$ cat src/design/mck_pkg.sv
// shared types, constants and the letter code table of the morse keyer
// no dependencies
package mck_pkg;

  localparam int CHAR_W  = 8;
  localparam int TICK_W  = 16;
  localparam int GAP_W   = 4;
  localparam int CODE_W  = 4;
  localparam int ELEM_W  = 3;
  localparam int UNITS_W = 4;
  localparam int CIDX_W  = 2;
  localparam int CDATA_W = 16;

  localparam logic OP_TICK = 1'b0;
  localparam logic OP_LOAD = 1'b1;

  localparam logic [CIDX_W-1:0] CFG_UNIT_TICKS = 2'd0;
  localparam logic [CIDX_W-1:0] CFG_GAP_UNITS  = 2'd1;
  localparam logic [CIDX_W-1:0] CFG_SPACE_TONE = 2'd2;

  localparam logic [CHAR_W-1:0] CHAR_SPACE = 8'h20;
  localparam logic [CHAR_W-1:0] CHAR_A     = 8'h61;
  localparam logic [CHAR_W-1:0] CHAR_Z     = 8'h7a;

  localparam logic [UNITS_W-1:0] DOT_UNITS   = 4'd1;
  localparam logic [UNITS_W-1:0] DASH_UNITS  = 4'd3;
  localparam logic [UNITS_W-1:0] SPACE_UNITS = 4'd7;

  typedef struct packed {
    logic [TICK_W-1:0] unit_ticks;
    logic [GAP_W-1:0]  gap_units;
    logic              space_tone;
  } mck_cfg_t;

  typedef struct packed {
    logic              op;
    logic [CHAR_W-1:0] character;
  } mck_item_t;

  typedef struct packed {
    logic buzzer;
    logic busy_res;
    logic done_res;
    logic rejected;
  } mck_res_t;

  typedef struct packed {
    logic [CODE_W-1:0] code;
    logic [ELEM_W-1:0] len;
  } mck_letter_t;

  // code bits (1 = dash) and element count, index 0 is letter a
  localparam mck_letter_t LETTER_TBL [26] = '{
    '{4'h1, 3'd2}, '{4'h8, 3'd4}, '{4'hA, 3'd4}, '{4'h4, 3'd3}, '{4'h0, 3'd1},
    '{4'h2, 3'd4}, '{4'h6, 3'd3}, '{4'h0, 3'd4}, '{4'h0, 3'd2}, '{4'h7, 3'd4},
    '{4'h5, 3'd3}, '{4'h4, 3'd4}, '{4'h3, 3'd2}, '{4'h2, 3'd2}, '{4'h7, 3'd3},
    '{4'h6, 3'd4}, '{4'hD, 3'd4}, '{4'h2, 3'd3}, '{4'h0, 3'd3}, '{4'h1, 3'd1},
    '{4'h1, 3'd3}, '{4'h1, 3'd4}, '{4'h3, 3'd3}, '{4'h9, 3'd4}, '{4'hB, 3'd4},
    '{4'hC, 3'd4}
  };

endpackage

$ cat src/design/mck_in_if.sv
// input channel of the morse keyer: tick or character load
// depends on mck_pkg
interface mck_in_if import mck_pkg::*; ();
  logic              valid;
  logic              ready;
  logic              op;
  logic [CHAR_W-1:0] character;

  modport source (output valid, output op, output character, input ready);
  modport sink   (input valid, input op, input character, output ready);
endinterface

$ cat src/design/mck_out_if.sv
// result channel of the morse keyer
// no dependencies
interface mck_out_if;
  logic valid;
  logic ready;
  logic buzzer;
  logic busy_res;
  logic done_res;
  logic rejected;

  modport source (output valid, output buzzer, output busy_res, output done_res,
                  output rejected, input ready);
  modport sink   (input valid, input buzzer, input busy_res, input done_res,
                  input rejected, output ready);
endinterface

$ cat src/design/mck_cfg_if.sv
// configuration write channel of the morse keyer
// depends on mck_pkg
interface mck_cfg_if import mck_pkg::*; ();
  logic               valid;
  logic               ready;
  logic [CIDX_W-1:0]  index;
  logic [CDATA_W-1:0] data;

  modport source (output valid, output index, output data, input ready);
  modport sink   (input valid, input index, input data, output ready);
endinterface

$ cat src/design/morse_character_keyer_core.sv
// top level of the morse keyer: input register, sequencer, result register
// depends on mck_pkg, mck_in_if, mck_out_if, mck_cfg_if, mck_cfg_regs, mck_sequencer
//
// in_chan carries one transaction per item: op 0 is one time tick, op 1 loads
// a character. every item gives exactly one transaction on out_chan with the
// buzzer level, busy flag, done flag on the tick that ends the last gap, and a
// rejected flag for a load that arrives while a character is still playing.
// cfg_chan writes unit_ticks (index 0), gap_units (1) and space_tone (2); it
// is always ready, other indexes are dropped. write it only while idle.
// a result passes through the input register and then, through the sequencer,
// into the result register. one item is taken every cycle while out_chan does
// not stall; the sequencer state updates in the same cycle as the result register.
// when out_chan stalls, the result and the input register both hold and
// in_chan drops ready once both are full; nothing is lost.
// reset (rst_n low, synchronous) empties both registers, puts the sequencer
// in idle and restores unit_ticks 1, gap_units 3, space_tone 1.
module morse_character_keyer_core import mck_pkg::*; (
  input  logic      clk,
  input  logic      rst_n,
  mck_in_if.sink    in_chan,
  mck_out_if.source out_chan,
  mck_cfg_if.sink   cfg_chan
);

  mck_cfg_t  cfg;
  mck_item_t s1_item_r;
  logic      s1_valid_r;
  mck_res_t  res;
  mck_res_t  out_res_r;
  logic      out_valid_r;
  logic      out_free;
  logic      adv;
  logic      in_ready;

  assign out_free = !out_valid_r || out_chan.ready;
  assign adv      = s1_valid_r && out_free;
  assign in_ready = !s1_valid_r || adv;

  assign in_chan.ready  = in_ready;
  assign cfg_chan.ready = 1'b1;

  mck_cfg_regs u_cfg (
    .clk      (clk),
    .rst_n    (rst_n),
    .wr_en    (cfg_chan.valid),
    .wr_index (cfg_chan.index),
    .wr_data  (cfg_chan.data),
    .cfg      (cfg)
  );

  mck_sequencer u_seq (
    .clk     (clk),
    .rst_n   (rst_n),
    .step_en (adv),
    .item    (s1_item_r),
    .cfg     (cfg),
    .res     (res)
  );

  always_ff @(posedge clk) begin
    if (!rst_n) begin
      s1_valid_r  <= 1'b0;
      out_valid_r <= 1'b0;
    end else begin
      if (in_ready) begin
        s1_valid_r <= in_chan.valid;
      end
      if (out_free) begin
        out_valid_r <= s1_valid_r;
      end
    end
  end

  always_ff @(posedge clk) begin
    if (in_ready && in_chan.valid) begin
      s1_item_r.op        <= in_chan.op;
      s1_item_r.character <= in_chan.character;
    end
    if (adv) begin
      out_res_r <= res;
    end
  end

  assign out_chan.valid    = out_valid_r;
  assign out_chan.buzzer   = out_res_r.buzzer;
  assign out_chan.busy_res = out_res_r.busy_res;
  assign out_chan.done_res = out_res_r.done_res;
  assign out_chan.rejected = out_res_r.rejected;

endmodule

$ cat src/design/mck_cfg_regs.sv
// configuration registers of the morse keyer
// depends on mck_pkg
module mck_cfg_regs import mck_pkg::*; (
  input  logic               clk,
  input  logic               rst_n,
  input  logic               wr_en,
  input  logic [CIDX_W-1:0]  wr_index,
  input  logic [CDATA_W-1:0] wr_data,
  output mck_cfg_t           cfg
);

  mck_cfg_t cfg_r;

  always_ff @(posedge clk) begin
    if (!rst_n) begin
      cfg_r.unit_ticks <= TICK_W'(1);
      cfg_r.gap_units  <= GAP_W'(3);
      cfg_r.space_tone <= 1'b1;
    end else if (wr_en) begin
      unique case (wr_index)
        CFG_UNIT_TICKS: cfg_r.unit_ticks <= wr_data[TICK_W-1:0];
        CFG_GAP_UNITS:  cfg_r.gap_units  <= wr_data[GAP_W-1:0];
        CFG_SPACE_TONE: cfg_r.space_tone <= wr_data[0];
        default: ;
      endcase
    end
  end

  assign cfg = cfg_r;

endmodule

$ cat src/design/mck_sequencer.sv
// element sequencer: phase, unit and tick counters, letter lookup
// depends on mck_pkg
module mck_sequencer import mck_pkg::*; (
  input  logic      clk,
  input  logic      rst_n,
  input  logic      step_en,
  input  mck_item_t item,
  input  mck_cfg_t  cfg,
  output mck_res_t  res
);

  typedef enum logic [1:0] {
    PH_IDLE  = 2'd0,
    PH_MARK  = 2'd1,
    PH_GAP   = 2'd2,
    PH_SPACE = 2'd3
  } phase_t;

  phase_t             phase_r, phase_nxt;
  logic [CODE_W-1:0]  code_r, code_nxt;
  logic [ELEM_W-1:0]  elem_r, elem_nxt;
  logic [UNITS_W-1:0] units_r, units_nxt;
  logic [TICK_W-1:0]  tick_r, tick_nxt;

  mck_letter_t        letter;
  logic [ELEM_W-1:0]  elem_dec;
  logic [TICK_W-1:0]  limit;
  logic [TICK_W-1:0]  tick_inc;
  logic [UNITS_W-1:0] units_dec;
  logic               done;
  logic               rej;

  function automatic logic [UNITS_W-1:0] elem_units(logic [CODE_W-1:0] code,
                                                    logic [ELEM_W-1:0] idx);
    return code[idx[1:0]] ? DASH_UNITS : DOT_UNITS;
  endfunction

  always_comb begin
    if (item.character >= CHAR_A && item.character <= CHAR_Z) begin
      letter = LETTER_TBL[5'(item.character - CHAR_A)];
    end else begin
      letter.code = '0;
      letter.len  = ELEM_W'(1);
    end
  end

  assign limit     = (cfg.unit_ticks == '0) ? TICK_W'(1) : cfg.unit_ticks;
  assign tick_inc  = tick_r + TICK_W'(1);
  assign units_dec = units_r - UNITS_W'(1);

  always_comb begin
    phase_nxt = phase_r;
    code_nxt  = code_r;
    elem_nxt  = elem_r;
    units_nxt = units_r;
    tick_nxt  = tick_r;
    done      = 1'b0;
    rej       = 1'b0;
    elem_dec  = elem_r - ELEM_W'(1);
    if (item.op == OP_LOAD) begin
      if (phase_r != PH_IDLE) begin
        rej = 1'b1;
      end else if (item.character == CHAR_SPACE) begin
        code_nxt  = '0;
        elem_nxt  = '0;
        phase_nxt = PH_SPACE;
        units_nxt = SPACE_UNITS;
        tick_nxt  = '0;
      end else begin
        elem_dec  = letter.len - ELEM_W'(1);
        code_nxt  = letter.code;
        elem_nxt  = elem_dec;
        phase_nxt = PH_MARK;
        units_nxt = elem_units(letter.code, elem_dec);
        tick_nxt  = '0;
      end
    end else if (phase_r != PH_IDLE) begin
      if (tick_inc >= limit) begin
        tick_nxt  = '0;
        units_nxt = units_dec;
        if (units_dec == '0) begin
          if (phase_r == PH_GAP) begin
            if (elem_r != '0) begin
              elem_nxt  = elem_dec;
              phase_nxt = PH_MARK;
              units_nxt = elem_units(code_r, elem_dec);
            end else begin
              phase_nxt = PH_IDLE;
              done      = 1'b1;
            end
          end else begin
            phase_nxt = PH_GAP;
            units_nxt = (cfg.gap_units == '0) ? UNITS_W'(1) : cfg.gap_units;
          end
        end
      end else begin
        tick_nxt = tick_inc;
      end
    end
  end

  always_ff @(posedge clk) begin
    if (!rst_n) begin
      phase_r <= PH_IDLE;
      code_r  <= '0;
      elem_r  <= '0;
      units_r <= '0;
      tick_r  <= '0;
    end else if (step_en) begin
      phase_r <= phase_nxt;
      code_r  <= code_nxt;
      elem_r  <= elem_nxt;
      units_r <= units_nxt;
      tick_r  <= tick_nxt;
    end
  end

  always_comb begin
    unique case (phase_nxt)
      PH_MARK:  res.buzzer = 1'b1;
      PH_SPACE: res.buzzer = cfg.space_tone;
      default:  res.buzzer = 1'b0;
    endcase
    res.busy_res = (phase_nxt != PH_IDLE);
    res.done_res = done;
    res.rejected = rej;
  end

endmodule

$ cat src/flat_wrapper.sv
// flat-port wrapper written by rule: the top's interface ports become plain ports
module morse_character_keyer_core_flat import mck_pkg::*;
  (clk, rst_n, in_chan_valid, in_chan_op, in_chan_character, in_chan_ready, out_chan_valid, out_chan_buzzer, out_chan_busy_res, out_chan_done_res, out_chan_rejected, out_chan_ready, cfg_chan_valid, cfg_chan_index, cfg_chan_data, cfg_chan_ready);
  mck_in_if in_chan_i ();
  mck_out_if out_chan_i ();
  mck_cfg_if cfg_chan_i ();
  input  logic clk;
  input  logic rst_n;
  input wire logic [$bits(in_chan_i.valid)-1:0] in_chan_valid;
  input wire logic [$bits(in_chan_i.op)-1:0] in_chan_op;
  input wire logic [$bits(in_chan_i.character)-1:0] in_chan_character;
  output wire logic [$bits(in_chan_i.ready)-1:0] in_chan_ready;
  output wire logic [$bits(out_chan_i.valid)-1:0] out_chan_valid;
  output wire logic [$bits(out_chan_i.buzzer)-1:0] out_chan_buzzer;
  output wire logic [$bits(out_chan_i.busy_res)-1:0] out_chan_busy_res;
  output wire logic [$bits(out_chan_i.done_res)-1:0] out_chan_done_res;
  output wire logic [$bits(out_chan_i.rejected)-1:0] out_chan_rejected;
  input wire logic [$bits(out_chan_i.ready)-1:0] out_chan_ready;
  input wire logic [$bits(cfg_chan_i.valid)-1:0] cfg_chan_valid;
  input wire logic [$bits(cfg_chan_i.index)-1:0] cfg_chan_index;
  input wire logic [$bits(cfg_chan_i.data)-1:0] cfg_chan_data;
  output wire logic [$bits(cfg_chan_i.ready)-1:0] cfg_chan_ready;
  assign in_chan_i.valid = in_chan_valid;
  assign in_chan_i.op = in_chan_op;
  assign in_chan_i.character = in_chan_character;
  assign in_chan_ready = in_chan_i.ready;
  assign out_chan_valid = out_chan_i.valid;
  assign out_chan_buzzer = out_chan_i.buzzer;
  assign out_chan_busy_res = out_chan_i.busy_res;
  assign out_chan_done_res = out_chan_i.done_res;
  assign out_chan_rejected = out_chan_i.rejected;
  assign out_chan_i.ready = out_chan_ready;
  assign cfg_chan_i.valid = cfg_chan_valid;
  assign cfg_chan_i.index = cfg_chan_index;
  assign cfg_chan_i.data = cfg_chan_data;
  assign cfg_chan_ready = cfg_chan_i.ready;
  morse_character_keyer_core u_core (.clk(clk), .rst_n(rst_n), .in_chan(in_chan_i), .out_chan(out_chan_i), .cfg_chan(cfg_chan_i));
endmodule
$ cat config.mk
export PLATFORM = sky130hd
export DESIGN_NAME = morse_character_keyer_core_flat
export DESIGN_NICKNAME = d
export VERILOG_FILES = /design/src/design/mck_pkg.sv /design/src/design/mck_in_if.sv /design/src/design/mck_out_if.sv /design/src/design/mck_cfg_if.sv /design/src/design/morse_character_keyer_core.sv /design/src/design/mck_cfg_regs.sv /design/src/design/mck_sequencer.sv /design/src/flat_wrapper.sv
export SDC_FILE = /design/constraint.sdc
export NUM_CORES = 1
export LEC_CHECK = 0
export BUFFER_PORTS_ARGS = -buffer_cell sky130_fd_sc_hd__buf_4
export CELL_PAD_IN_SITES_DETAIL_PLACEMENT = 0
export CELL_PAD_IN_SITES_GLOBAL_PLACEMENT = 1
export CORE_ASPECT_RATIO = 0.7
export CORE_MARGIN = 2
export CORE_UTILIZATION = 30
export CTS_BUF_LIST = sky130_fd_sc_hd__clkbuf_4
export DETAILED_ROUTE_END_ITERATION = 6
export PLACE_DENSITY_LB_ADDON = 0.1
export SLEW_MARGIN = 30
export SYNTH_ARGS = -nofsm -noshare
export SYNTH_HDL_FRONTEND = slang
export SYNTH_SLANG_ARGS = --single-unit
$ cat constraint.sdc
create_clock -name clk -period 3.5 [get_ports clk]
set_clock_uncertainty 0.2 [all_clocks]
set_input_delay 0.7 -clock clk [delete_from_list [all_inputs] [get_ports clk]]
set_output_delay 0.7 -clock clk [all_outputs]
set_load 0.01 [all_outputs]
; ---- Word level (Yosys, flattened, before mapping)
; Memory sizes are Yosys's and may differ from the RTL's.
; Cells that the tools add are included.
[word_totals]
regBits = 65
mem_bits_ro = 224
in_bits = 32
out_inout_bits = 7
wordCells = 110
memories = 1
[classes]
add_sub_neg = 5
magnitude_cmp = 6
n_eq_ne = 7
n_mux = 43
bitwise = 5
n_reduce_logical = 27
[memory_table]
columns = memory, depth, width, rd, rd_clocked_by_memory_dff, write_ports, line
row1 = (name not given), 32, 7, 1, 0, 0, mck_sequencer.sv:40  ; letter = LETTER_TBL[5'(item.character - CHAR_A)];
[ops]
columns = operator, n
row1 = two-way mux 16 bit, 5
row2 = two-way mux 4 bit, 9
row3 = two-way mux 3 bit, 9
row4 = two-way mux 7 bit, 3
row5 = two-way mux 2 bit, 9
row6 = adder 16 x 1 -> 16 bit (second input constant), 1
row7 = greater-or-equal comparator 16 bit, 1
row8 = logical NOT 16 bit, 1
row9 = nonzero test 2 bit, 7
row10 = == test 8 x 6 -> 1 bit (second input constant), 1
row11 = greater-or-equal comparator 8 x 7 -> 1 bit (second input constant), 1
row12 = <= comparator 8 x 7 -> 1 bit (second input constant), 1
row13 = logical NOT 4 bit, 2
row14 = AND reduction 7 bit, 1
row15 = == test 2 bit (second input constant), 3
row16 = greater-or-equal comparator 6 bit (second input constant), 1
row17 = less-than comparator 2 x 3 -> 1 bit (second input constant), 2
row18 = NOT 5 -> 6 bit, 1
row19 = AND reduction 2 bit, 3
row20 = AND reduction 3 bit, 2
row21 = subtractor 3 x 1 -> 3 bit (second input constant), 2
row22 = two-way mux 1 bit, 5
row23 = OR reduction 5 bit, 1
row24 = subtractor 5 x 1 -> 5 bit (second input constant), 1
row25 = 12 further kinds, 21

; ---- Logic depth before layout (Yosys ltp)
; Gate-level depths: netlist of run 1.
[logic_depth]
word_depth = 13
ltp_mapped = 16
ltp_nobuf = 15

; ---- Hierarchy
; Synthesis of run 1 repeated with hierarchy kept, for this count alone.
[hier_totals]
hier_cells = 558
hier_area_um2 = 4638.2
[by_module_without_submodules]
columns = mod, instances, cells_each, area_per_inst_um2, seq_area_each_um2
row1 = mck_sequencer, 1, 445, 3265.6, 580.6
row2 = mck_cfg_regs, 1, 89, 867.1, 420.4
row3 = morse_character_keyer_core, 1, 24, 505.5, 430.4

; ---- Least setup slack after synthesis of run 1
; Ideal clock, no wire load.
[synth_path]
path_type = register to register
startpoint = reg u_core.u_seq.tick_r[0]
endpoint = reg u_core.u_seq.elem_r[0]
setup_time_ns = 0.122
t_arrival_ns = 3.311
required_ns = 3.178
setup_slack_ns = -0.133
stages_incl_launch_ff = 16
path_buffers = 1
synth_period_minus_slack_ns = 3.633
cell_sequence = dfxtp_1 ha_1 and3_1 and3_1 and3_1 buf_2 nand2_1 nor2_1 xor2_1 ha_1 nand4_1 or2_2 o221ai_2 and2_1 nand3_1 o311a_1
[synth_via]
elab_chain_len = 4
[synth_lines]
columns = element, line
row1 = from (decl), mck_sequencer.sv:23  ; logic [TICK_W-1:0] tick_r, tick_nxt;
row2 = from (signal assigned), mck_sequencer.sv:114  ; tick_r <= tick_nxt;
row3 = adder 16 x 1 -> 16 bit, mck_sequencer.sv:48  ; assign tick_inc = tick_r + TICK_W'(1);
row4 = greater-or-equal comparator 16 bit, mck_sequencer.sv:78  ; if (tick_inc >= limit) begin
row5 = nonzero test 2 bit (no source line), --
row6 = AND reduction 7 bit (no source line), --
row7 = to (signal assigned), mck_sequencer.sv:112  ; elem_r <= elem_nxt;
row8 = to (decl), mck_sequencer.sv:21  ; logic [ELEM_W-1:0] elem_r, elem_nxt;
; Every way passes these cells.
; A chain may end at the register's enable or synchronous reset.

; ---- Worst setup path after layout of run 1
; Same ends and word-level chain as after synthesis.

==> reports/results.txt, run 1 <==
Status - completed
Max incr delay on CP - 0.36 ns
Core box area - 0.0145 mm2
Top post-synthesis cells by area - dfxtp_1, edfxtp_1, ha_1
Post-synthesis cell count - 533
Top cell type's share of synthesized area - 0.236
Total CTS buffers - 9
IO Pins - 39
Setup TNS - 0 ns
Avg Inst Size Synth - 8.29 um2
Synth warn - 0
Clk sinks - 65
Maximum VDD drop - 0.000118 V
Nets@finish - 660
Final non-filler cell area - 0.00548 mm2
Seq/Total Area, Yosys - 0.324
Critical path required time - 3.61 ns
CP arrival - 3.48 ns
Final ANT Viol Nets - 0
Site Rows - 37
RSZ-0062 raised after global routing - false
Pwr/cell area - 305 mW/mm2
Cell accounting for the most synthesized area - dfxtp_1
Critical setup path kind - reg2reg
Leak - 2.18 nW
DR iter-0 viols - 227
Clock latency on the worst-skew pair - 0.42 ns
Via count of the first global-routing pass - 3834
Area of the mapped netlist - 0.00442 mm2
Remaining DRCs - 0
CTS root buf - clkbuf_4
H-tree depth - 3
Avg WL per Cell - 16.0 um
Dpl hpwl - 9.53 mm
Final period util - 0.963
Deepest clock path buffer count - 2
# hold bufs at CTS - 0
Final number of setup-violating endpoints - 0
Reg clk slew, reported paths - 0.12 ns
Largest net degree at the start of global routing - 35
Total track usage - 0.164
Die ar. - 0.0157 mm2
Area after DPL - 0.00514 mm2
Worst hold margin - 0.246 ns
Main flop type after synthesis - dfxtp_1
EDFF count, synth - 13
Final Routed Wirelength - 12.8 mm
Die H - 106 um
Relative slew slack - 0.533
Syn nets - 594
Cell mode on critical path - and3_4
CTS tree - yes
Synth-to-Final Area Change - 24.0%
First-pass GRT wire length - 20.4 mm
Grt ovf - 0
Commonest cells post-synth - nand2_1, dfxtp_1, a21oi_1, nor2_1, ha_1
Starting density of the core - 0.304
Top-count cell post-synth - nand2_1
DRT Pass-1 Iters - 5
Via Count - 4110
FMAX - 297 MHz
Routability congestion estimate - 0.861
Fin util - 0.377
CP endpoint kind - register
Post-synth ARST share - 0
CP Max Fanout - 8
Slew @ Worst Pin - 0.696 ns
Routed vias/inst - 5.14
Min Tclk post-route - 3.37 ns
Unique masters post-synth - 73
Share of cells above drive strength 1 - 0.255
Slew Limit Fails - 0
Die W - 149 um
Final Hold Fails - 0
ANT cells - 0
Hold Crit Class - in2reg
#FFs+latches synth - 65
Max Cap Viol - 0
Port buffer count - 37
Worst path slowest cell - dfxtp_2
Initial antenna violation count - 0
CP Cell Sequence - ha_1 -> and3_1 -> and3_4 -> and3_4 -> nand2_2 -> nor2_4 -> xor2_2 -> ha_4 -> nand4_1 -> or2_4 -> o221ai_4 -> buf_12 -> and2_4 -> nand3_2 -> o311a_1
CP startpoint kind - register
kinds of logic (layout without fill, tap and decap cells):
| family | after synthesis | after routing | synth area share |
|---|---|---|---|
| buffers and inverters | 61 | 132 | 0.0581 |
| muxes | 15 | 15 | 0.0385 |
| adders and majority gates | 31 | 31 | 0.0867 |
| and+or+nand+nor | 208 | 208 | 0.246 |
| xor gates and xnor gates | 20 | 20 | 0.0456 |
| DFF | 65 | 65 | 0.324 |
| other | 1 | 1 | 0.000849 |
| AOI/OAI and AO/OA | 132 | 132 | 0.201 |
area by class of cell:
type | count | area (um2)
Sequential cell | 65 | 1440
Timing Repair Buffer | 85 | 654
Tap cell | 195 | 244
Inverter | 31 | 116
Clock buffer | 11 | 82.6
Fill cell | 1565 | 9060
Multi-Input combinational cell | 407 | 2900
Clock inverter | 5 | 47.5
through the flow:
stage          setup slack [ns]  cells  power, mW
2_1_floorplan           -0.0784    533       1.03
3_3_place_gp             -0.183    778       1.15
3_5_place_dp             -0.193    778       1.15
4_1_cts                  0.0124    795       1.69
5_1_grt                 0.00267    799       1.76
6_report                  0.131    799       1.67
report_power, final:
part	switching (mW)	internal [mW]
Clock	0.286	0.228
Sequential	0.0216	0.789
Combinational	0.193	0.155
timing repair:
item,4_1_cts,5_1_grt
setup endpoints to repair,27,27
buffers inserted,1,4
hold endpoints to repair,0,0
pin swaps,5,19
gates resized for setup,12,25
state kept, by name, indices dropped and copies added (netlist names), 2 cells and up:
register,flops
u_core.u_cfg.cfg,21
u_core.u_seq.tick_r,16
u_core.s1_item_r,9
u_core.u_seq.code_r,4
u_core.u_seq.units_r,4
u_core.u_seq.elem_r,3
u_core.u_seq.phase_r,2
critical path: cells and delay by family, from the launching register on:
family	cells	cell delay, ns
DFF	1	0.36
AOI/OAI and AO/OA	2	0.50
buffers and inverters	1	0.16
xor gates and xnor gates	1	0.20
adders and majority gates	2	0.48
and+or+nand+nor	9	1.36
cell usage in the layout, fill, tap and decap left out, types with 13 or more instances in the layout:
master / instances
dfxtp_1: 48
nand3_1: 16
nor2_1: 32
edfxtp_1: 13
ha_1: 27
buf_4: 83
o21ai_0: 24
a21oi_1: 36
inv_1: 28
nand2_1: 66
path summary, 6_finish.rpt:
kind	startpoint	to	slack, ns	cells past startpoint
worst min register to register	u_core.u_cfg.cfg[17]	u_core.u_cfg.cfg[17]	0.27	2
worst max-delay path	u_core.u_seq.tick_r[0]	u_core.u_seq.elem_r[0]	0.13	15
worst min-delay path	in_chan_character[3]	u_core.s1_item_r[3]	0.25	1
worst max register to register	u_core.u_seq.tick_r[0]	u_core.u_seq.elem_r[0]	0.13	15
metal layers:
layer	global-route usage	part of all wire
met5	0	0
met4	0.0306	0.0029
met3	0.0394	0.055
met2	0.203	0.36
met1	0.273	0.59
(Power assumes the default switching activity.)
==> run 2: changes to the inputs <==
--- a/config.mk
+++ b/config.mk
@@ -14,5 +14,5 @@
 export CTS_BUF_LIST = sky130_fd_sc_hd__clkbuf_4
 export DETAILED_ROUTE_END_ITERATION = 6
-export PLACE_DENSITY_LB_ADDON = 0.1
+export PLACE_DENSITY = 0.69
 export SLEW_MARGIN = 30
 export SYNTH_ARGS = -nofsm -noshare
==> constraint.sdc (replaced) <==
create_clock -name clk -period 3.5 [get_ports clk]
set_clock_uncertainty 0.2 [all_clocks]
set_input_delay 0.35 -clock clk [delete_from_list [all_inputs] [get_ports clk]]
set_output_delay 0.35 -clock clk [all_outputs]
set_load 0.01 [all_outputs]
==> run 2 against run 1 <==
  * Sequential power hardly changed
  * Sequential share of layout area shrank 1.2 points
  * Worst hold slack worse by 0.16 ns
  * Largest power group unchanged
  * Highest routed layer unchanged
==> reports/results.txt, run 2 (synthesis results as in run 1) <==
Die W - 149 um
Nets@finish - 679
CP Max Fanout - 8
CTS root buf - clkbuf_4
Share of cells above drive strength 1 - 0.250
Die ar. - 0.0157 mm2
Port buffer count - 37
Commonest non-fill, non-tap cells in the layout - buf_4, nand2_1, dfxtp_1
Dpl hpwl - 8.84 mm
Filler cell count - 1493
Switching share of power - 0.306
Relative slew slack - 0.590
Clock latency on the worst-skew pair - 0.43 ns
Final period util - 0.986
CP arrival - 3.42 ns
Final number of setup-violating endpoints - 0
Clk pwr share - 0.310
Total track usage - 0.160
Starting density of the core - 0.304
Area of the multi-input gates - 0.00295 mm2
Routed vias/inst - 5.23
Site Rows - 37
Routability congestion estimate - 0.850
Switching Power - 0.528 mW
Die H - 106 um
RSZ-0062 raised after global routing - true
IO Pins - 39
DRT Pass-1 Iters - 7
Internal power - 1.20 mW
Synth-to-Final Area Change - 30.5%
Critical setup path kind - reg2reg
Fin cells - 819
Reg clk slew, reported paths - 0.12 ns
Leak - 2.27 nW
Remaining DRCs - 0
Slew @ Worst Pin - 0.611 ns
Total CTS buffers - 9
Final ANT Viol Nets - 0
Final Routed Wirelength - 12.6 mm
Largest net degree at the start of global routing - 36
Largest register FFs - 21
Core box area - 0.0145 mm2
Hold Crit Class - in2reg
Via Count - 4281
Cell count after placement - 770
Seq pwr share - 0.471
First-pass GRT wire length - 20.2 mm
DR iter-0 viols - 382
Deepest clock path buffer count - 2
CP startpoint kind - register
Clk sinks - 65
CP endpoint kind - register
Pwr/cell area - 299 mW/mm2
Initial antenna violation count - 1
Status - completed
Max Cap Viol - 0
Area after DPL - 0.00508 mm2
Min Tclk post-route - 3.45 ns
H-tree depth - 3
Commonest non-fill, non-tap cell in the layout - buf_4
Maximum VDD drop - 0.000170 V
CTS tree - yes
Grt ovf - 0
Gate power share - 0.220
Final non-filler cell area - 0.00577 mm2
Slew Limit Fails - 0
Via count of the first global-routing pass - 3925
Setup TNS - 0 ns
FMAX - 290 MHz
Final Hold Fails - 0
Avg WL per Cell - 15.4 um
Storage element area - 0.00144 mm2
Critical path required time - 3.46 ns
## run 2: area by class of cell
type,instances,share of cell area
antenna,1,0.000434
clock buffer,10,0.0130
clock inverter,6,0.0115
inverter,31,0.0202
multi-input combinational,407,0.512
sequential,65,0.250
tap,195,0.0423
timing repair buffer,104,0.151
## run 2: worst max-delay path: stages, from the launching register on
cell,delay (ns)
dfxtp_4,0.39
ha_4,0.13
and3_4,0.18
and3_4,0.18
and3_4,0.23
nand3_2,0.14
xnor2_2,0.18
ha_1,0.32
nand4_1,0.09
or2_4,0.27
o221ai_4,0.16
buf_12,0.16
buf_6,0.09
nand2_1,0.07
o31ai_2,0.30
a32oi_2,0.11
## run 2: final timing paths
path	endpoint	slack [ns]	startpoint	cells past startpoint
min	u_core.u_cfg.cfg[0]	0.08	rst_n	2
min reg2reg	u_core.u_cfg.cfg[10]	0.28	u_core.u_cfg.cfg[10]	2
max reg2reg	u_core.out_chan.buzzer	0.05	u_core.u_seq.tick_r[0]	15
max	u_core.out_chan.buzzer	0.05	u_core.u_seq.tick_r[0]	15
## run 2: power by group through the flow
stage               sequential [mW]  combinational, mW  clock, mW
finish                        0.812              0.379      0.534
floorplan                     0.822              0.212          0
global route                  0.816              0.412      0.584
detailed placement            0.829              0.314          0
global placement              0.828              0.308          0
CTS                           0.813              0.339      0.553
## run 2: repair_timing
action / CTS / global route
hold buffers: 27 / 0
hold endpoints to repair: 32 / 0
endpoints found under the setup margin: 20 / 28
buffers inserted: 0 / 5
pin swaps: 2 / 12
gates resized for setup: 8 / 38
## run 2: layer usage
layer | GRT usage | share of wire | wire, um | up-vias
met5 | 0 | 0 | 0 | -
met4 | 0.0395 | 0.013 | 159 | 0
met3 | 0.0450 | 0.076 | 963 | 15
met2 | 0.217 | 0.41 | 5190 | 180
met1 | 0.244 | 0.50 | 6320 | 1991
li1 | - | - | - | 2095
## run 2: through the flow
stage	worst slack (ns)	hold slack [ns]	util	total power [mW]
floorplan	-0.0784	0.243	-	1.03
global placement	0.0196	0.260	0.349	1.14
detailed placement	-0.110	0.265	0.349	1.14
global route	-0.0557	0.0504	0.397	1.81
CTS	0.00301	0.0348	0.380	1.70
finish	0.0490	0.0827	0.397	1.73
==> run 3: changes to the inputs <==
CTS_BUF_LIST = unset   (was sky130_fd_sc_hd__clkbuf_4)
RECOVER_POWER = 25   (was unset)
==> run 3 against run 2 <==
  * The run now ends with capacitance limit, slew limit left
  * Clock-buffer cell count unchanged
  * Critical path depth unchanged
  * First-iteration DRC count decreased by 1.8%
  * Cell count decreased by 2.4%
  * Clock power increased by 70%
  * Critical path type unchanged
  * Largest cell class unchanged
  * Highest routed layer unchanged
==> reports/results.txt, run 3 (synthesis results as in run 1) <==
Worst path slowest cell - dfxtp_4
Fin cells - 799
Filler cell count - 1483
Cell mode on critical path - and3_4
Largest net degree at the start of global routing - 36
Final ANT Viol Nets - 0
Final period util - 0.965
FF-to-FF End - u_core.out_chan.buzzer
Via count of the first global-routing pass - 3883
Avg WL per Cell - 15.6 um
H-tree depth - 3
Leak - 2.25 nW
Remaining DRCs - 0
Final Routed Wirelength - 12.4 mm
Die W - 149 um
Clock latency on the worst-skew pair - 0.33 ns
Reg clk slew, reported paths - 0.06 ns
WHS Path Cells - 3
Setup TNS - 0 ns
Slew Limit Fails - 36
CTS tree - yes
Slew @ Worst Pin - 1.54 ns
Starting density of the core - 0.304
Maximum VDD drop - 0.000244 V
Routed vias/inst - 5.24
Switching Power - 0.571 mW
CP arrival - 3.24 ns
CP endpoint kind - register
Deepest clock path buffer count - 2
FF-to-FF Start - u_core.u_seq.tick_r[0]
Synth-to-Final Area Change - 29.9%
Status - finished with violations
FMAX - 296 MHz
Clk pwr share - 0.437
Reg2reg path depth - 15
Hold path endpoint - u_core.s1_valid_r
Seq pwr share - 0.392
Die ar. - 0.0157 mm2
Nets@finish - 660
Share of cells above drive strength 1 - 0.248
Die H - 106 um
Hold_sp - in_chan_valid
ANT cells - 0
Cell count after placement - 770
Relative slew slack - -0.0283
Final number of setup-violating endpoints - 0
IO Pins - 39
Dpl hpwl - 8.84 mm
Site Rows - 37
Failing checks - capacitance limit, slew limit
Total CTS buffers - 9
Routability congestion estimate - 0.850
Internal power - 1.50 mW
Port buffer count - 37
Commonest non-fill, non-tap cells in the layout - nand2_1, buf_4, dfxtp_1
DRT Pass-1 Iters - 5
Initial antenna violation count - 0
RSZ-0062 raised after global routing - true
Commonest non-fill, non-tap cell in the layout - nand2_1
Hold Crit Class - in2reg
Min Tclk post-route - 3.38 ns
Gate power share - 0.171
DR iter-0 viols - 375
CP Max Fanout - 8
Pwr/cell area - 361 mW/mm2
Max incr delay on CP - 0.37 ns
Via Count - 4189
Max Cap Viol - 1
Final Hold Fails - 0
First-pass GRT wire length - 19.9 mm
CTS root buf - clkbuf_16
Critical path required time - 3.37 ns
Switching share of power - 0.275
Critical setup path kind - reg2reg
R2R Setup Slk - 0.12 ns
CP startpoint kind - register
Largest register FFs - 21
Core box area - 0.0145 mm2
Total track usage - 0.158
Clk sinks - 65
CP Cell Sequence - ha_4 -> and3_4 -> and3_4 -> and3_4 -> nand2_1 -> nor2_2 -> xor2_2 -> ha_1 -> nand4_1 -> or2_4 -> o221ai_4 -> buf_12 -> nand2_1 -> o31ai_1 -> a32oi_2
Grt ovf - 0
-- run 3: changes by cell type in the layout (fill, tap and decap cells not counted), moves of 2 or more --
cell / change
buf_4: -15
clkbuf_16: +9
clkbuf_1: +4
buf_6: +2
dlygate4sd3_1: -18
-- run 3: cell type report --
type	instances	area, um2	area share
clock buffer	10	229	0.0399
clock inverter	6	66.3	0.0116
tap	195	244	0.0425
inverter	31	116	0.0203
multi-input combinational	407	2970	0.518
sequential	65	1440	0.250
timing repair buffer	85	677	0.118
-- run 3: worst max path at each step --
stage / startpoint / end / slack (ns) / cells past startpoint
global placement: u_core.u_seq.tick_r[0] / u_core.u_seq.tick_r[2] / 0.02 / 13
CTS: u_core.u_seq.tick_r[1] / u_core.u_seq.tick_r[15] / 0.002 / 15
detailed placement: u_core.u_seq.tick_r[0] / u_core.u_seq.tick_r[2] / -0.11 / 14
floorplan: u_core.u_seq.tick_r[0] / u_core.u_seq.elem_r[0] / -0.08 / 15
global route: u_core.u_seq.tick_r[0] / u_core.out_chan.buzzer / -0.03 / 15
finish: u_core.u_seq.tick_r[0] / u_core.out_chan.buzzer / 0.12 / 15
-- run 3: per-stage QoR --
| stage | total power, mW | util | worst slack, ns | hold WS (ns) | cell area (um2) |
|---|---|---|---|---|---|
| finish | 2.07 | 0.395 | 0.122 | 0.0316 | 5740 |
| floorplan | 1.03 | - | -0.0784 | 0.243 | 4440 |
| detailed placement | 1.14 | 0.349 | -0.110 | 0.265 | 5080 |
| global placement | 1.14 | 0.349 | 0.0196 | 0.260 | 5080 |
| CTS | 2.07 | 0.379 | 0.00154 | 0.0283 | 5510 |
| global route | 2.16 | 0.395 | -0.0265 | 0.0362 | 5740 |
-- run 3: layer usage --
layer | vias to the layer above | share of wire | GRT usage
li1 | 2068 | - | -
met1 | 1970 | 0.52 | 0.240
met2 | 139 | 0.41 | 0.212
met3 | 12 | 0.064 | 0.0506
met4 | 0 | 0.0096 | 0.0381
met5 | - | 0 | 0
-- run 3: power by group through the flow --
stage | combinational (mW) | clock (mW) | sequential [mW]
floorplan | 0.212 | 0 | 0.822
global placement | 0.308 | 0 | 0.828
detailed placement | 0.314 | 0 | 0.829
CTS | 0.336 | 0.925 | 0.813
global route | 0.388 | 0.957 | 0.817
finish | 0.355 | 0.906 | 0.814
-- run 3: worst max-delay path, delay by kind of cell (launching register included) --
kind	cells	cell delay, ns
and+or+nand+nor	8	1.29
AOI/OAI and AO/OA	3	0.56
adders and majority gates	2	0.42
DFF	1	0.37
buffers and inverters	1	0.16
xor gates and xnor gates	1	0.10
-- run 3: repair_timing --
action / in CTS / in global routing
hold buffers: 9 / 0
endpoints found under the hold margin: 9 / 0
buffers inserted: 1 / 2
pin swaps: 1 / 13
gates resized for setup: 6 / 45
endpoints found under the setup margin: 20 / 28
cloned: 0 / 1
